`src/design/pal_pkg.sv`:
```
package pal_pkg;

  localparam int CAPACITY_DEF     = 64;
  localparam int ELEMENT_BITS_DEF = 32;

  localparam int CMD_W    = 3;
  localparam int POS_W    = 6;
  localparam int VALUE_W  = 32;
  localparam int STATUS_W = 2;
  localparam int COUNT_W  = 7;

  localparam int CFG_DATA_W = 32;
  localparam int CFG_ADDR_W = 2;

  localparam logic [CFG_ADDR_W-1:0] REG_EMPTY_VALUE = '0;

  typedef enum logic [CMD_W-1:0] {
    CMD_GET    = 3'd0,
    CMD_SET    = 3'd1,
    CMD_INSERT = 3'd2,
    CMD_REMOVE = 3'd3,
    CMD_CLEAR  = 3'd4
  } cmd_t;

  typedef enum logic [STATUS_W-1:0] {
    ST_DONE    = 2'd0,
    ST_BAD_POS = 2'd1,
    ST_FULL    = 2'd2
  } status_t;

  typedef enum logic [1:0] {
    OP_HOLD,
    OP_WRITE,
    OP_INSERT,
    OP_REMOVE
  } cell_op_t;

  typedef struct packed {
    cell_op_t         op;
    logic [POS_W-1:0] pos;
  } cell_ctl_t;

endpackage

```
`src/design/pal_cell.sv`:
```
module pal_cell #(
  parameter int INDEX        = 0,
  parameter int ELEMENT_BITS = pal_pkg::ELEMENT_BITS_DEF
) (
  input  logic                    clk,
  input  pal_pkg::cell_ctl_t      ctl,
  input  logic [ELEMENT_BITS-1:0] din,
  input  logic [ELEMENT_BITS-1:0] left_q,
  input  logic [ELEMENT_BITS-1:0] right_q,
  output logic [ELEMENT_BITS-1:0] q,
  output logic [ELEMENT_BITS-1:0] rd
);
  import pal_pkg::*;

  logic [ELEMENT_BITS-1:0] entry_r;
  logic [ELEMENT_BITS-1:0] entry_nxt;
  logic                    hit;
  logic                    above;

  assign hit   = (int'(ctl.pos) == INDEX);
  assign above = (INDEX > int'(ctl.pos));

  always_comb begin
    entry_nxt = entry_r;
    case (ctl.op)
      OP_WRITE: begin
        if (hit) entry_nxt = din;
      end
      OP_INSERT: begin
        if (hit) entry_nxt = din;
        else if (above) entry_nxt = left_q;
      end
      OP_REMOVE: begin
        if (hit || above) entry_nxt = right_q;
      end
      default: begin
        entry_nxt = entry_r;
      end
    endcase
  end

  always_ff @(posedge clk) begin
    entry_r <= entry_nxt;
  end

  assign q  = entry_r;
  // Only the addressed cell puts its entry on the shared read bus.
  assign rd = hit ? entry_r : '0;

endmodule

```
`config.mk`:
```
export PLATFORM = sky130hd
export DESIGN_NAME = pal_cell
export DESIGN_NICKNAME = d
export VERILOG_FILES = /design/src/design/pal_pkg.sv /design/src/design/pal_cell.sv
export SDC_FILE = /design/constraint.sdc
export NUM_CORES = 1
export LEC_CHECK = 0
export BUFFER_PORTS_ARGS = -buffer_cell sky130_fd_sc_hd__buf_2
export CAP_MARGIN = 40
export CORE_MARGIN = 2
export CORE_UTILIZATION = 39
export DETAILED_ROUTE_END_ITERATION = 8
export HOLD_SLACK_MARGIN = 0.15
export PLACE_DENSITY = 0.84
export RECOVER_POWER = 25
export REMOVE_ABC_BUFFERS = 1
export SLEW_MARGIN = 40
export SYNTH_ARGS = -nofsm -noshare
export SYNTH_HDL_FRONTEND = slang
export SYNTH_SLANG_ARGS = --single-unit
```
`constraint.sdc`:
```
create_clock -name clk -period 4.7 [get_ports clk]
set_clock_uncertainty 0.15 [all_clocks]
set_input_delay 0.705 -clock clk [delete_from_list [all_inputs] [get_ports clk]]
set_output_delay 0.705 -clock clk [all_outputs]
set_load 0.01 [all_outputs]
```
Word level (Yosys, flattened, before mapping):

Cells that the tools add are included.

* register bits after elaboration: 32
* bits of input ports: 105

* reduce and logical (&&, ||, !) cells: 4
* equality and inequality tests: 5
* mux-type cells: 4

Operators by type and width (number)
* 32-bit two-way mux: 3
* 32-bit one-hot mux with 2 select lines: 1
* 6-bit zero test: 1
* 2-bit == test (second input constant): 2
* 3-bit AND reduction: 1
* 2-bit by 1-bit == test with 1-bit output (second input constant): 1
* 2-bit by 1-bit != test with 1-bit output (second input constant): 1
* 2-bit != test (second input constant): 1
* 2-bit nonzero test: 1
* 2-bit OR reduction: 1

Longest topological paths before layout:

* depth in word-level cells: 4
* gate-level depth with buffers: 4
* depth with buffers taken out: 4

Worst setup path after synthesis:

Ideal clock, no wire load.

* kind: in2reg
* start point: in ctl[6] (netlist name)
* end point: reg entry_r[0] (netlist: q[0]), enable pin
* setup time: 0.472 ns
* data arrival time: 3.753 ns
* path buffers: 2
* required time: 4.078 ns
* setup slack: 0.325 ns
* cell stages on the path: 4
* cell sequence: ha_1 -> clkbuf_1 -> buf_2 -> o32ai_1

* cells in the longest elaborated chain, start to end: 4
* elaborated cells on any way between the ends: 8
* classes of those cells: eq/ne (5); reduce/logical (3)

Ends and longest elaborated chain
* start: declaration: RTL line pal_cell.sv:6 `input pal_pkg::cell_ctl_t ctl,`
* 2-bit == test / 2-bit by 1-bit == test with 1-bit output (equally long branches): RTL line pal_cell.sv:25 `case (ctl.op)`
* 2-bit OR reduction (no line)
* 2-bit by 1-bit != test with 1-bit output (no line) / 2-bit nonzero test (equally long branches)
* 3-bit AND reduction (no line) (*)
* end signal: assignment: RTL line pal_cell.sv:43 `entry_r <= entry_nxt;`
* end: declaration: RTL line pal_cell.sv:15 `logic [ELEMENT_BITS-1:0] entry_r;`

Mark *: on every way between the ends. The rest lies on a longest branch, timed or not.
A chain may end at the register's enable or synchronous reset.

Worst setup path after layout:

* start point: in ctl[1] (netlist name)
* end point: out rd[28]

* cells in the longest elaborated chain, start to end: 2

Ends and longest elaborated chain
* 6-bit zero test: RTL line pal_cell.sv:20 `assign hit = (int'(ctl.pos) == INDEX);`
* 32-bit two-way mux: RTL line pal_cell.sv:48 `assign rd = hit ? entry_r : '0;`
* end: declaration: RTL line pal_cell.sv:11 `output logic [ELEMENT_BITS-1:0] rd`

Every way passes these cells.

==> flow_metrics.py <==
metrics = {
    "finish": {
        "utilization_pct": 54.3,
        "regArea_sq_um": 961,
        "area_growth_pct": 37.0,
        "drive_above_1_share_pct": 70.7,
        "multi_input_area_sq_um": 936,
        "nNetsFinal": 355,
        "n_antenna_cell": 0,
        "largest_register_ffs": 32,
        "fill_cells": 449,
    },
    "outcome": {
        "outcome": "finished, final reports clean",
    },
    "route": {
        "firstDrtPassIters": 4,
        "final_antenna_net_count": 0,
        "vias": 1597,
        "routedWlPerCell_um": 16.2,
        "drt-total-wl_um": 5160,
        "drc_errors": 0,
        "drt-initial-drc-count": 45,
        "viasPerCell": 5.01,
    },
    "timing": {
        "tightestPinTransition_ns": 0.641,
        "slew_viol_final": 0,
        "tns_ns": 0,
        "relSlewSlack_pct": 57.3,
        "hold_viol_final": 0,
        "rsz0062_at_grt": "false",
        "max_clock_freq_mhz": 325,
        "fin_crit_sh_pct": 65.4,
        "fin_crit_ns": 3.07,
        "setup_viol": 0,
    },
    "clocking": {
        "clkTransAtPathRegs_ns": 0.08,
        "cts_setup_buffers": 0,
        "cts_tree": "yes",
        "cts_buffer_depth": 2,
        "htreeDepth": 2,
        "cts-resized-gates": 0,
        "cts_buffers": 5,
        "root_buffer": "clkbuf_8",
        "cts_hold_buf": 0,
        "clkSinkCount": 32,
    },
    "floorplanning": {
        "floorplan.initialDensity_pct": 39.7,
        "ios": 169,
        "die_area_sq_um": 5720,
        "die_height_um": 75.6,
        "rows": 26,
        "core-area_sq_um": 5040,
        "die-width_um": 75.6,
    },
    "synthesis": {
        "yosys-top-cells-area": "edfxtp_1 48%, mux2_2 18%, nor4b_2 18%",
        "synth_top_area_share_pct": 48.0,
        "synth_seq_cells": 32,
        "synth_cell_types": 16,
        "yosysTopAreaCell": "edfxtp_1",
        "postSynthAreaPerCell_sq_um": 16.8,
        "syn-cell-area_sq_um": 2000,
        "syn_inst": 119,
        "synth_seq_area_share_pct": 48.0,
        "yosysWarnings": 0,
    },
    "setup_path": {
        "crit_type": "in2out",
        "cp-start-kind": "input pin",
        "worst-endpoint-arrival_ns": 2.22,
        "startpoint": "ctl[1]",
        "worstSetupEndpointType": "output pin",
        "worst_ep_required_time_ns": 3.85,
        "cp_max_fo": 33,
        "crit_path_end": "rd[28]",
    },
    "power_and_ir_drop": {
        "power_density_nw_per_um2": 272,
        "vdd_ir_drop_max_v": 0.000150,
        "total_leakage_power_nw": 1.09,
    },
    "placement": {
        "globalplace.congestion": 0.701,
        "hpwl_um": 3660,
        "port_buffers": 136,
    },
    "min_path": {
        "hold_class": "in2reg",
        "holdPathStages": 2,
    },
    "global_routing": {
        "grt_usage_pct": 18.2,
        "grt_pass1_wl_um": 7710,
        "antenna_found_initial": 0,
        "grt_pass1_vias": 1605,
        "grt_overflow_total": 0,
        "grt_max_degree": 34,
    },
    "flow_run": {
        "max_cap_viol_count": 0,
    },
}
-- worst max-delay path, cell delays in order --
cell	delay (ns)
buf_2	0.09
or4_4	0.83
nor4b_2	0.39
buf_2	0.19
-- layout make-up --
class                   count  area share, %
clock buffers               5           2.51
clock inverters             3          0.685
multi-input cells          69           34.2
inverters                   2          0.274
repair buffers            138           24.1
well taps                  70           3.20
flip-flops and latches     32           35.1
-- routing by layer --
| metal | wire length (um) | track usage, % | up-vias |
|---|---|---|---|
| met5 | 0 | 0 | - |
| met1 | 2060 | 22.7 | 779 |
| li1 | - | - | 732 |
| met2 | 2640 | 29.9 | 81 |
| met4 | 44 | 4.68 | 0 |
| met3 | 404 | 6.88 | 5 |
-- cells in the final DEF (no fill, tap or decap) --
master      count
edfxtp_1       32
buf_4           4
o32ai_4         1
clkinv_1        1
ha_1            2
or3_1           1
nor4b_1         3
buf_2         102
mux2_2         32
clkbuf_8        5
clkbuf_1       32
nor4b_2        24
clkinvlp_4      2
or4_4           1
inv_1           2
nor4b_4         5
-- how the worst min path moves through the flow --
| stage | from | to | slack, ns |
|---|---|---|---|
| detailed placement | din[20] | q[20] | 0.86 |
| CTS | right_q[25] | q[25] | 0.56 |
| finish | din[25] | q[25] | 0.57 |
| floorplan | din[0] | q[0] | 0.78 |
| global route | din[28] | q[28] | 0.55 |
| global placement | din[1] | q[1] | 0.86 |
-- report_power, final --
| group | switching, W | total, W | internal (W) |
|---|---|---|---|
| Combinational | 0.0000838 | 0.000159 | 0.0000755 |
| Sequential | 0.0000164 | 0.000375 | 0.000359 |
| Clock | 0.000109 | 0.000211 | 0.000102 |
| Total | 0.000209 | 0.000746 | 0.000537 |
-- metrics by stage --
stage / power, W / instances / setup WS (ns) / hold WS (ns) / cell area [sq um]
global route: 0.000785 / 319 / 1.52 / 0.554 / 2740
detailed placement: 0.000550 / 311 / 1.61 / 0.859 / 2690
floorplan: 0.000456 / 103 / 0.161 / 0.775 / 1890
finish: 0.000746 / 319 / 1.63 / 0.569 / 2740
CTS: 0.000762 / 319 / 1.61 / 0.560 / 2780
global placement: 0.000545 / 311 / 1.61 / 0.856 / 2690
-- cells by family after synthesis --
logic type / count (synthesis) / synth area share (%)
simple gates: 34 / 26.1
mux: 32 / 18.0
flops: 32 / 48.0
buf+inv: 18 / 6.13
fa+ha+maj: 2 / 1.25
compound gates: 1 / 0.438
-- Yosys cell counts --
master    instances
buf_2             3
buf_8             1
nor4b_2          24
o32ai_1           1
buf_6             1
buf_1             5
edfxtp_1         32
or3_1             1
nor4b_1           3
inv_1             2
clkbuf_1          4
mux2_2           32
or4_4             1
buf_12            2
nor4b_4           5
ha_1              2
Power figures use the tool's default switching activity.
